### config.mk
export PLATFORM = sky130hd
export DESIGN_NAME = cascaded_cv_mixer_with_clamp
export DESIGN_NICKNAME = d
export VERILOG_FILES = /design/src/rtl/ccvm_pkg.sv /design/src/rtl/ccvm_part.sv /design/src/rtl/cascaded_cv_mixer_with_clamp.sv
export SDC_FILE = /design/constraint.sdc
export NUM_CORES = 2
export LEC_CHECK = 0
export BUFFER_PORTS_ARGS = -buffer_cell sky130_fd_sc_hd__buf_2
export CAP_MARGIN = 20
export CORE_AREA = 2 2 244 246
export DETAILED_ROUTE_END_ITERATION = 7
export DIE_AREA = 0 0 246 248
export PLACE_DENSITY = 0.76
export SLEW_MARGIN = 20
export SYNTH_ARGS = -nofsm -noshare
export SYNTH_HDL_FRONTEND = slang
export SYNTH_SLANG_ARGS = --single-unit
### constraint.sdc
create_clock -name clk -period 15.44 [get_ports clk]
set_input_delay 3.088 -clock clk [delete_from_list [all_inputs] [get_ports clk]]
set_output_delay 3.088 -clock clk [all_outputs]
set_load 0.02 [all_outputs]
### src/rtl/ccvm_pkg.sv
// shared types and constants for the cascaded cv mixer with clamp
`default_nettype none

package ccvm_pkg;

    localparam int unsigned CHAN_W  = 3;
    localparam int unsigned MV_W    = 15;
    localparam int unsigned MAG_W   = 15;
    localparam int unsigned PROD_W  = 30;
    localparam int unsigned QUOT_W  = 17;
    localparam int unsigned SUM_W   = 18;
    localparam int unsigned CFG_IDX_W  = 1;
    localparam int unsigned CFG_DATA_W = 1;

    localparam logic signed [MV_W-1:0]  FULL_SCALE_MV = 15'sd10000;
    localparam logic signed [MV_W:0]    KNOB_OFFSET   = 16'sd10000;
    localparam logic signed [SUM_W-1:0] SUM_MAX       = 18'sd10000;
    localparam logic signed [SUM_W-1:0] SUM_MIN       = -18'sd10000;

    // floor(x / 10000) = (x * RECIP_10K) >> RECIP_SHIFT for x below 2^30
    localparam logic [PROD_W-1:0] RECIP_10K   = 30'd879609303;
    localparam int unsigned       RECIP_SHIFT = 43;

    localparam logic [CFG_IDX_W-1:0] REG_ATTEN_MODE     = 1'b0;
    localparam logic [CFG_IDX_W-1:0] REG_STOP_ON_OUTPUT = 1'b1;

    typedef enum logic [1:0] {
        OP_OFF = 2'b00,
        OP_ADD = 2'b01,
        OP_SUB = 2'b11
    } op_t;

    typedef struct packed {
        logic [CHAN_W-1:0]        chan;
        logic signed [MV_W-1:0]   sample;
        logic signed [MV_W-1:0]   knob;
        logic [1:0]               op;
        logic [1:0]               mode;
        logic                     in_pl;
        logic                     out_pl;
    } item_t;

    typedef struct packed {
        logic [CHAN_W-1:0] chan;
        logic [QUOT_W-1:0] mag;
        logic              neg;
        op_t               eff;
        logic              out_pl;
    } part_t;

endpackage

`default_nettype wire

### src/rtl/ccvm_part.sv
// four-stage pipeline that forms one channel's scaled contribution
`default_nettype none

module ccvm_part
    import ccvm_pkg::*;
(
    input  wire logic  clk,
    input  wire logic  rst_n,
    input  wire logic  attenuator_mode,
    input  wire logic  in_valid,
    output logic       in_ready,
    input  wire item_t in_item,
    output logic       out_valid,
    input  wire logic  out_ready,
    output part_t      out_part
);

    typedef struct packed {
        logic [CHAN_W-1:0] chan;
        op_t               eff;
        logic              neg;
        logic              in_pl;
        logic              out_pl;
    } meta_t;

    logic              s1_valid_reg, s1_valid_next;
    item_t             s1_item_reg;
    logic              s2_valid_reg, s2_valid_next;
    logic [MAG_W-1:0]  s2_a_reg, s2_b_reg;
    meta_t             s2_meta_reg;
    logic              s3_valid_reg, s3_valid_next;
    logic [PROD_W-1:0] s3_prod_reg;
    meta_t             s3_meta_reg;
    logic              s4_valid_reg, s4_valid_next;
    part_t             s4_part_reg;

    logic en1, en2, en3, en4;

    op_t               eff;
    logic              op_pos, mode_pos;
    logic [MAG_W-1:0]  sample_mag, knob_mag, k_mag;
    logic signed [MV_W:0] k_val, k_abs;
    logic [MAG_W-1:0]  a_next, b_next;
    meta_t             meta_next;
    logic [2*PROD_W-1:0] recip_full;
    logic [QUOT_W-1:0] q10, q_next;

    assign en4      = !s4_valid_reg || out_ready;
    assign en3      = !s3_valid_reg || en4;
    assign en2      = !s2_valid_reg || en3;
    assign en1      = !s1_valid_reg || en2;
    assign in_ready = en1;

    assign s1_valid_next = en1 ? in_valid     : s1_valid_reg;
    assign s2_valid_next = en2 ? s1_valid_reg : s2_valid_reg;
    assign s3_valid_next = en3 ? s2_valid_reg : s3_valid_reg;
    assign s4_valid_next = en4 ? s3_valid_reg : s4_valid_reg;

    // mode limiting, then magnitudes and sign of the product
    always_comb
    begin
        op_pos   = (s1_item_reg.op == OP_ADD);
        mode_pos = (s1_item_reg.mode == 2'b01);
        if (s1_item_reg.op[1])
        begin
            eff = mode_pos ? OP_OFF : OP_SUB;
        end
        else if (op_pos)
        begin
            eff = s1_item_reg.mode[1] ? OP_SUB : OP_ADD;
        end
        else
        begin
            eff = OP_OFF;
        end

        sample_mag = s1_item_reg.sample[MV_W-1] ? MAG_W'(-s1_item_reg.sample)
                                                : MAG_W'(s1_item_reg.sample);
        knob_mag   = s1_item_reg.knob[MV_W-1] ? MAG_W'(-s1_item_reg.knob)
                                              : MAG_W'(s1_item_reg.knob);
        k_val = attenuator_mode ? ((MV_W+1)'(s1_item_reg.knob) + KNOB_OFFSET)
                                : (MV_W+1)'(s1_item_reg.knob);
        k_abs = k_val[MV_W] ? -k_val : k_val;
        k_mag = k_abs[MAG_W-1:0];

        meta_next.chan   = s1_item_reg.chan;
        meta_next.eff    = eff;
        meta_next.in_pl  = s1_item_reg.in_pl;
        meta_next.out_pl = s1_item_reg.out_pl;
        if (s1_item_reg.in_pl)
        begin
            a_next = sample_mag;
            b_next = k_mag;
            meta_next.neg = s1_item_reg.sample[MV_W-1] ^ k_val[MV_W] ^ (eff == OP_SUB);
        end
        else
        begin
            a_next = knob_mag;
            b_next = MAG_W'(1);
            meta_next.neg = s1_item_reg.knob[MV_W-1] ^ (eff == OP_SUB);
        end
        if (eff == OP_OFF)
        begin
            a_next = '0;
        end
    end

    // plugged inputs divide by 10000 through the reciprocal, halved again for the 20 V span in attenuator mode
    always_comb
    begin
        recip_full = {{PROD_W{1'b0}}, s3_prod_reg} * {{PROD_W{1'b0}}, RECIP_10K};
        q10        = QUOT_W'(recip_full >> RECIP_SHIFT);
        if (!s3_meta_reg.in_pl)
        begin
            q_next = QUOT_W'(s3_prod_reg[MAG_W-1:0]);
        end
        else if (attenuator_mode)
        begin
            q_next = q10 >> 1;
        end
        else
        begin
            q_next = q10;
        end
    end

    always_ff @(posedge clk or negedge rst_n)
    begin
        if (!rst_n)
        begin
            s1_valid_reg <= 1'b0;
            s2_valid_reg <= 1'b0;
            s3_valid_reg <= 1'b0;
            s4_valid_reg <= 1'b0;
        end
        else
        begin
            s1_valid_reg <= s1_valid_next;
            s2_valid_reg <= s2_valid_next;
            s3_valid_reg <= s3_valid_next;
            s4_valid_reg <= s4_valid_next;
        end
    end

    always_ff @(posedge clk)
    begin
        if (en1)
        begin
            s1_item_reg <= in_item;
        end
        if (en2)
        begin
            s2_a_reg    <= a_next;
            s2_b_reg    <= b_next;
            s2_meta_reg <= meta_next;
        end
        if (en3)
        begin
            s3_prod_reg <= PROD_W'(s2_a_reg) * PROD_W'(s2_b_reg);
            s3_meta_reg <= s2_meta_reg;
        end
        if (en4)
        begin
            s4_part_reg.chan   <= s3_meta_reg.chan;
            s4_part_reg.mag    <= q_next;
            s4_part_reg.neg    <= s3_meta_reg.neg;
            s4_part_reg.eff    <= s3_meta_reg.eff;
            s4_part_reg.out_pl <= s3_meta_reg.out_pl;
        end
    end

    assign out_valid = s4_valid_reg;
    assign out_part  = s4_part_reg;

endmodule

`default_nettype wire

### src/rtl/cascaded_cv_mixer_with_clamp.sv
// top level: stream ports, configuration, running sum with clamp and result register
// Takes one channel request per clock while the output is not stalled and returns one
// result per request, in order. The channel contribution goes through a four-stage
// pipeline (input register, operand magnitudes, one multiply, a reciprocal multiply that
// divides by 10000) and then the result register, where the running sum is added and
// clamped to +/-10000 mV; that loop through one register sets the rate of one channel
// per clock. Each stage holds its request while the next is full, so requests keep
// entering while a finished result waits, until five requests are held. The user must
// write configuration only while the block is idle; the block does not enforce it.
`default_nettype none

module cascaded_cv_mixer_with_clamp
    import ccvm_pkg::*;
(
    input  wire logic                  clk,
    input  wire logic                  rst_n,
    input  wire logic                  s_axis_tvalid,
    output logic                       s_axis_tready,
    // sample_mv[14:0], knob_mv[29:15], op[31:30], mode_sel[33:32],
    // in_plugged[34], out_plugged[35], zero fill [39:36]
    input  wire logic [39:0]           s_axis_tdata,
    // channel[2:0]
    input  wire logic [CHAN_W-1:0]     s_axis_tuser,
    output logic                       m_axis_tvalid,
    input  wire logic                  m_axis_tready,
    // out_mv[14:0], out_driven[15], effective_op[17:16], zero fill [23:18]
    output logic [23:0]                m_axis_tdata,
    // out_channel[2:0]
    output logic [CHAN_W-1:0]          m_axis_tuser,
    input  wire logic                  cfg_we,
    input  wire logic [CFG_IDX_W-1:0]  cfg_index,
    input  wire logic [CFG_DATA_W-1:0] cfg_data
);

    item_t in_item;
    logic  part_valid, part_ready;
    part_t part;

    logic attn_mode_reg, attn_mode_next;
    logic stop_reg, stop_next;
    logic res_valid_reg, res_valid_next;
    logic [CHAN_W-1:0]      out_chan_reg;
    logic signed [MV_W-1:0] out_mv_reg, running_sum_reg, running_sum_next;
    logic                   out_driven_reg;
    op_t                    out_eff_reg;

    logic signed [SUM_W-1:0] base, part_val, sum_raw;
    logic signed [MV_W-1:0]  sum_clamped;

    assign in_item.chan   = s_axis_tuser;
    assign in_item.sample = s_axis_tdata[14:0];
    assign in_item.knob   = s_axis_tdata[29:15];
    assign in_item.op     = s_axis_tdata[31:30];
    assign in_item.mode   = s_axis_tdata[33:32];
    assign in_item.in_pl  = s_axis_tdata[34];
    assign in_item.out_pl = s_axis_tdata[35];

    ccvm_part u_part (
        .clk             (clk),
        .rst_n           (rst_n),
        .attenuator_mode (attn_mode_reg),
        .in_valid        (s_axis_tvalid),
        .in_ready        (s_axis_tready),
        .in_item         (in_item),
        .out_valid       (part_valid),
        .out_ready       (part_ready),
        .out_part        (part)
    );

    assign part_ready = !res_valid_reg || m_axis_tready;

    always_comb
    begin
        base     = (part.chan == '0) ? '0 : SUM_W'(running_sum_reg);
        part_val = part.neg ? -SUM_W'({1'b0, part.mag}) : SUM_W'({1'b0, part.mag});
        sum_raw  = base + part_val;
        if (sum_raw > SUM_MAX)
        begin
            sum_clamped = FULL_SCALE_MV;
        end
        else if (sum_raw < SUM_MIN)
        begin
            sum_clamped = -FULL_SCALE_MV;
        end
        else
        begin
            sum_clamped = MV_W'(sum_raw);
        end

        running_sum_next = running_sum_reg;
        if (part_valid && part_ready)
        begin
            running_sum_next = (part.out_pl && stop_reg) ? '0 : sum_clamped;
        end

        res_valid_next = part_ready ? part_valid : res_valid_reg;
    end

    always_comb
    begin
        attn_mode_next = attn_mode_reg;
        stop_next      = stop_reg;
        if (cfg_we)
        begin
            case (cfg_index)
                REG_ATTEN_MODE:     attn_mode_next = cfg_data[0];
                REG_STOP_ON_OUTPUT: stop_next      = cfg_data[0];
                default:            ;
            endcase
        end
    end

    always_ff @(posedge clk or negedge rst_n)
    begin
        if (!rst_n)
        begin
            attn_mode_reg   <= 1'b0;
            stop_reg        <= 1'b1;
            res_valid_reg   <= 1'b0;
            running_sum_reg <= '0;
        end
        else
        begin
            attn_mode_reg   <= attn_mode_next;
            stop_reg        <= stop_next;
            res_valid_reg   <= res_valid_next;
            running_sum_reg <= running_sum_next;
        end
    end

    always_ff @(posedge clk)
    begin
        if (part_valid && part_ready)
        begin
            out_chan_reg   <= part.chan;
            out_mv_reg     <= sum_clamped;
            out_driven_reg <= part.out_pl;
            out_eff_reg    <= part.eff;
        end
    end

    assign m_axis_tvalid = res_valid_reg;
    assign m_axis_tdata  = {6'b0, out_eff_reg, out_driven_reg, out_mv_reg};
    assign m_axis_tuser  = out_chan_reg;

endmodule

`default_nettype wire

After elaboration in Yosys (flattened, before gate mapping) --
Cells that the tools add are included.
Storage, ports and cells: flip-flop bits (word level) 182, output and inout bits 29, word-level logic and storage cells 91
Cells by class: multipliers 2, bitwise logic cells 5, add/subtract/negate cells 6, eq/ne operators 3, mux-type cells 17, order comparisons 2, reduce and logical (&&, ||, !) cells 17
Operators with widths (number):
- two-way mux 15 bit | 8
- multiplier 30 x 30 -> 60 bit (second input constant) | 1
- negator 15 bit | 3
- two-way mux 18 bit | 2
- two-way mux 16 bit | 2
- multiplier 15 x 15 -> 30 bit | 1
- adder 18 bit | 1
- greater-than comparator 18 x 15 -> 1 bit (second input constant) | 1
- less-than comparator 18 x 15 -> 1 bit (second input constant) | 1
- negator 17 -> 18 bit | 1
- adder 15 x 15 -> 16 bit (second input constant) | 1
- two-way mux 2 bit | 4
- zero test 1 bit | 5
- logical OR 1 bit | 5
- == test 2 x 1 -> 1 bit (second input constant) | 2
- AND reduction 2 bit | 2
- zero test 3 bit | 1
- bitwise XOR 1 bit | 3
- == test 2 bit (second input constant) | 1
- logical AND 1 bit | 2
- zero test 2 bit | 1
- inverter 1 bit | 2
- OR reduction 2 bit | 1
- two-way mux 1 bit | 1

Longest topological paths before layout --
depth after elaboration 7, depth in mapped cells 25, mapped depth without buffers 25

Modules after synthesis --
Synthesis repeated with hierarchy kept, for this count alone.
Second synthesis, totals: cell total of the unflattened synthesis 3045, area total of the unflattened synthesis 31838.0 sq um
Modules (own cells, without submodules):
- ccvm_part | instances 1, area each 28807.6 sq um, cells each 2723, seq. area each 4274.1 sq um
- cascaded_cv_mixer_with_clamp | instances 1, area each 3030.4 sq um, cells each 322, seq. area each 1082.3 sq um

Worst setup path after synthesis --
OpenSTA, ideal clock, no wires.
kind input-to-output, start in m_axis_tready, end out s_axis_tready, stages on the path 4, slack 6.849 ns, path buffers 0, data arrival time 5.503 ns, data required time 12.352 ns, path through nor2b_1 > nand4_1 > inv_1 > nand2_1
Between the ends: word-level cells in the longest chain between the ends 5
RTL lines:
- from (decl) | RTL line cascaded_cv_mixer_with_clamp.sv:25 | input wire logic m_axis_tready,
- logical OR 1 bit | RTL line cascaded_cv_mixer_with_clamp.sv:70 | assign part_ready = !res_valid_reg || m_axis_tready;
- logical OR 1 bit | RTL line ccvm_part.sv:48 | assign en4 = !s4_valid_reg || out_ready;
- logical OR 1 bit | RTL line ccvm_part.sv:49 | assign en3 = !s3_valid_reg || en4;
- logical OR 1 bit | RTL line ccvm_part.sv:50 | assign en2 = !s2_valid_reg || en3;
- via u_part.en2 | RTL line ccvm_part.sv:37 | logic en1, en2, en3, en4;
- logical OR 1 bit | RTL line ccvm_part.sv:51 | assign en1 = !s1_valid_reg || en2;
- to (decl) | RTL line cascaded_cv_mixer_with_clamp.sv:18 | output logic s_axis_tready,
The timed path passes the listed nets, and every way through them passes these cells.

Worst setup path in the final report --
start reg u_part.s3_prod_reg[5], end reg u_part.s4_part_reg (netlist bit u_part.out_part[19]), data pin
Between the ends: word-level cells in the longest chain between the ends 2
RTL lines:
- from (decl) | RTL line ccvm_part.sv:32 | logic [PROD_W-1:0] s3_prod_reg;
- from (signal assigned) | RTL line ccvm_part.sv:159 | s3_prod_reg <= PROD_W'(s2_a_reg) * PROD_W'(s2_b_reg);
- multiplier 30 x 30 -> 60 bit | RTL line ccvm_part.sv:111 | recip_full = {{PROD_W{1'b0}}, s3_prod_reg} * {{PROD_W{1'b0}}, RECIP_10K};
- two-way mux 16 bit | RTL line ccvm_part.sv:117 | else if (attenuator_mode)
- to (decl) | RTL line ccvm_part.sv:35 | part_t s4_part_reg;
No other way between the ends. A chain may end at the register's enable or synchronous reset.

==> flow_summary.ini <==
[run_status]
status = completed

[synthesis]
yosysMostFrequentCell = inv_1
synthTopCellsByArea = fa_1 (34%), ha_1 (19%), edfxtp_1 (15%)
synthXorXnorAreaFrac = 0.0375
yosys.area_share.adder = 0.529
ys_top_cells_by_count = inv_1 (630), fa_1 (542), ha_1 (476), nand2_1 (239), edfxtp_1 (160)
netlist_instances = 3055
yosys.area.top_type = fa_1
synth-simple-area-share = 0.0999
synth-compound-area-share = 0.0760
ys_seq_area_frac = 0.169
syn_area_um2 = 31700
ys_types = 83
ys_async_sr_fraction = 0.121
synth_edf_count = 160
muxShareOfSynthArea = 0.00394
ys_ff_latch = 182
synth_top_area_frac = 0.342
avgSynthCellArea_um2 = 10.4
synth_top_family_by_area = adder cells
ys_warn_count = 0
synth_flop_cell = edfxtp_1

[timing]
rsz0062_at_grt = no
drv_slew = 0
final_hold_viol_count = 0
worst_pin_slew_ns = 1.14
fin_worst_skew_ns = 0.0289
min_period_ns = 8.27
max_slew_margin = 0.229
max_freq_mhz = 121
setup_viol = 0
fin_tns_setup_ns = 0
period_share = 0.535

[critical_path]
crit_path_end_kind = flip-flop
cp.arrival_ns = 8.45
crit_required_ns = 15.62
crit_chain = ha_1 -> xor2_1 -> ha_1 -> nor2_1 -> fa_1 -> fa_1 -> inv_1 -> fa_1 -> fa_1 -> fa_1 -> fa_1 -> ha_1 -> nand2_1 -> nor3_1 -> nand4_1 -> nor4_1 -> o31ai_1 -> a211oi_1 -> nor3_1 -> nor3b_1 -> o22ai_1 -> nor4b_1
startpoint_type = flip-flop
critical_path.max_fanout = 13
critical_path_class = flip-flop to flip-flop
path_buf_inv = 1
cp_slowest_cell = edfxtp_1
critPathMaxStageDelay_ns = 0.92
crit_family = adder cells
crit_path_frequent_cell = fa_1
r2r_start = u_part.s3_prod_reg[5]
crit_start = u_part.s3_prod_reg[5]

[grt]
grt_pass1_vias = 22800
grt_max_degree = 48
grt_pass1_wl_um = 117000
overflow = 0
antenna_found_initial = 0
track_usage = 0.246

[clock_network]
cts_tree = done
cts.path.max_buffers = 2
cts-root-buf = clkbuf_16
cts_made_buffers = 17
cts_hold_buf = 0
htreeDepth = 4
post_cts_resized = 0
cts.clk_slew.worst_paths_ns = 0.07
cts.sinks = 182
clk_latency_ns = 0.47
cts_setup_buffers = 0

[cells_and_area]
fillers = 4892
fin_util = 0.575
design_area_um2 = 33600
area_growth_pct = 5.80
drive_gt1_frac = 0.0492
nets = 4162
largest_reg_flops = 34
antenna_cells = 0

[floorplan]
start_util = 0.543
fp-row-count = 89
core_area_um2 = 58500
fp.dieH_um = 248
die-width_um = 246
ios = 79
die_area_um2 = 61000

[placement]
gp_congestion = 0.935
dpl_cell_area_um2 = 32900
io_buffers = 68
dp_hpwl_um = 59800

[routing]
finalWirelength_um = 71500
ant_nets = 0
first_iter_violations = 1228
drc_errors = 0
viasPerCell = 5.54
vias = 21500
routedWlPerCell_um = 18.4
drtPass1Iterations = 5

[hold_path]
hp-start = u_part.s3_meta_reg[7]
min_path_type = flip-flop to flip-flop

[run]
drv_cap = 0
==> logic make-up (layout without fill, tap and decap cells) <==
| family | count (synthesis) | in the layout |
|---|---|---|
| flops | 182 | 182 |
| fa+ha+maj | 1018 | 1018 |
| other cells | 1 | 6 |
| xor+xnor | 135 | 135 |
| compound gates | 362 | 362 |
| buf+inv | 705 | 752 |
| mux | 12 | 12 |
| simple gates | 640 | 640 |
==> cell type report <==
| cell class | instances | area [um2] | area share |
|---|---|---|---|
| repair buffers | 90 | 533 | 0.0159 |
| clock inverters | 15 | 205 | 0.00611 |
| clock buffers | 17 | 425 | 0.0127 |
| flip-flops and latches | 182 | 5360 | 0.159 |
| well taps | 773 | 967 | 0.0288 |
| multi-input cells | 2173 | 23700 | 0.707 |
| inverters | 630 | 2360 | 0.0704 |
==> per-layer routing <==
metal / GRT usage / vias to the layer above / part of all wire / wire length (um)
met2: 0.416 / 591 / 0.49 / 35200
met3: 0.0425 / 124 / 0.058 / 4180
met4: 0.0738 / 0 / 0.029 / 2110
met5: 0 / - / 0 / 0
li1: - / 9953 / - / -
met1: 0.324 / 10800 / 0.42 / 30000
==> cell usage in the layout (no fill, tap or decap), types with 7 or more instances in the layout <==
cell / n
a31oi_1: 15
nand3_1: 32
o21bai_1: 13
buf_4: 20
edfxtp_1: 160
dfrtp_1: 21
xor2_1: 50
and2_1: 115
a21oi_1: 89
o21a_1: 13
and3_1: 12
nand4_1: 16
nand2b_1: 20
nand3b_1: 7
o41ai_1: 7
clkbuf_16: 17
a211oi_1: 23
xnor2_1: 84
mux2i_1: 8
nor2b_1: 26
inv_1: 630
a21o_1: 45
nand2_1: 238
or3_1: 12
nor3_1: 27
or2_2: 9
nor2_1: 96
buf_2: 68
o31ai_1: 14
fa_1: 542
ha_1: 476
o21ai_0: 68
==> through the flow <==
| stage | instances | hold slack [ns] | worst slack [ns] |
|---|---|---|---|
| final | 3880 | 0.422 | 7.17 |
| after floorplan | 3060 | 0.400 | 6.85 |
| after CTS | 3878 | 0.424 | 7.15 |
| after detailed placement | 3846 | 0.405 | 7.19 |
| after global placement | 3845 | 0.400 | 7.20 |
| after global routing | 3880 | 0.424 | 6.73 |
==> final timing paths <==
check | endpoint | slack, ns | cells past startpoint
worst max-delay path | u_part.out_part[19] | 7.17 | 22
worst min-delay path | u_part.out_part[23] | 0.42 | 0
worst max register to register | u_part.out_part[19] | 7.17 | 22
worst min register to register | u_part.out_part[23] | 0.42 | 0
max in group asynchronous | stop_reg | 12.46 | 1
min in group asynchronous | running_sum_reg[14] | 2.60 | 1
Power is left out: the tool's default activity adds up to more than one toggle a clock period on the data nets, which glitch-free logic cannot reach.
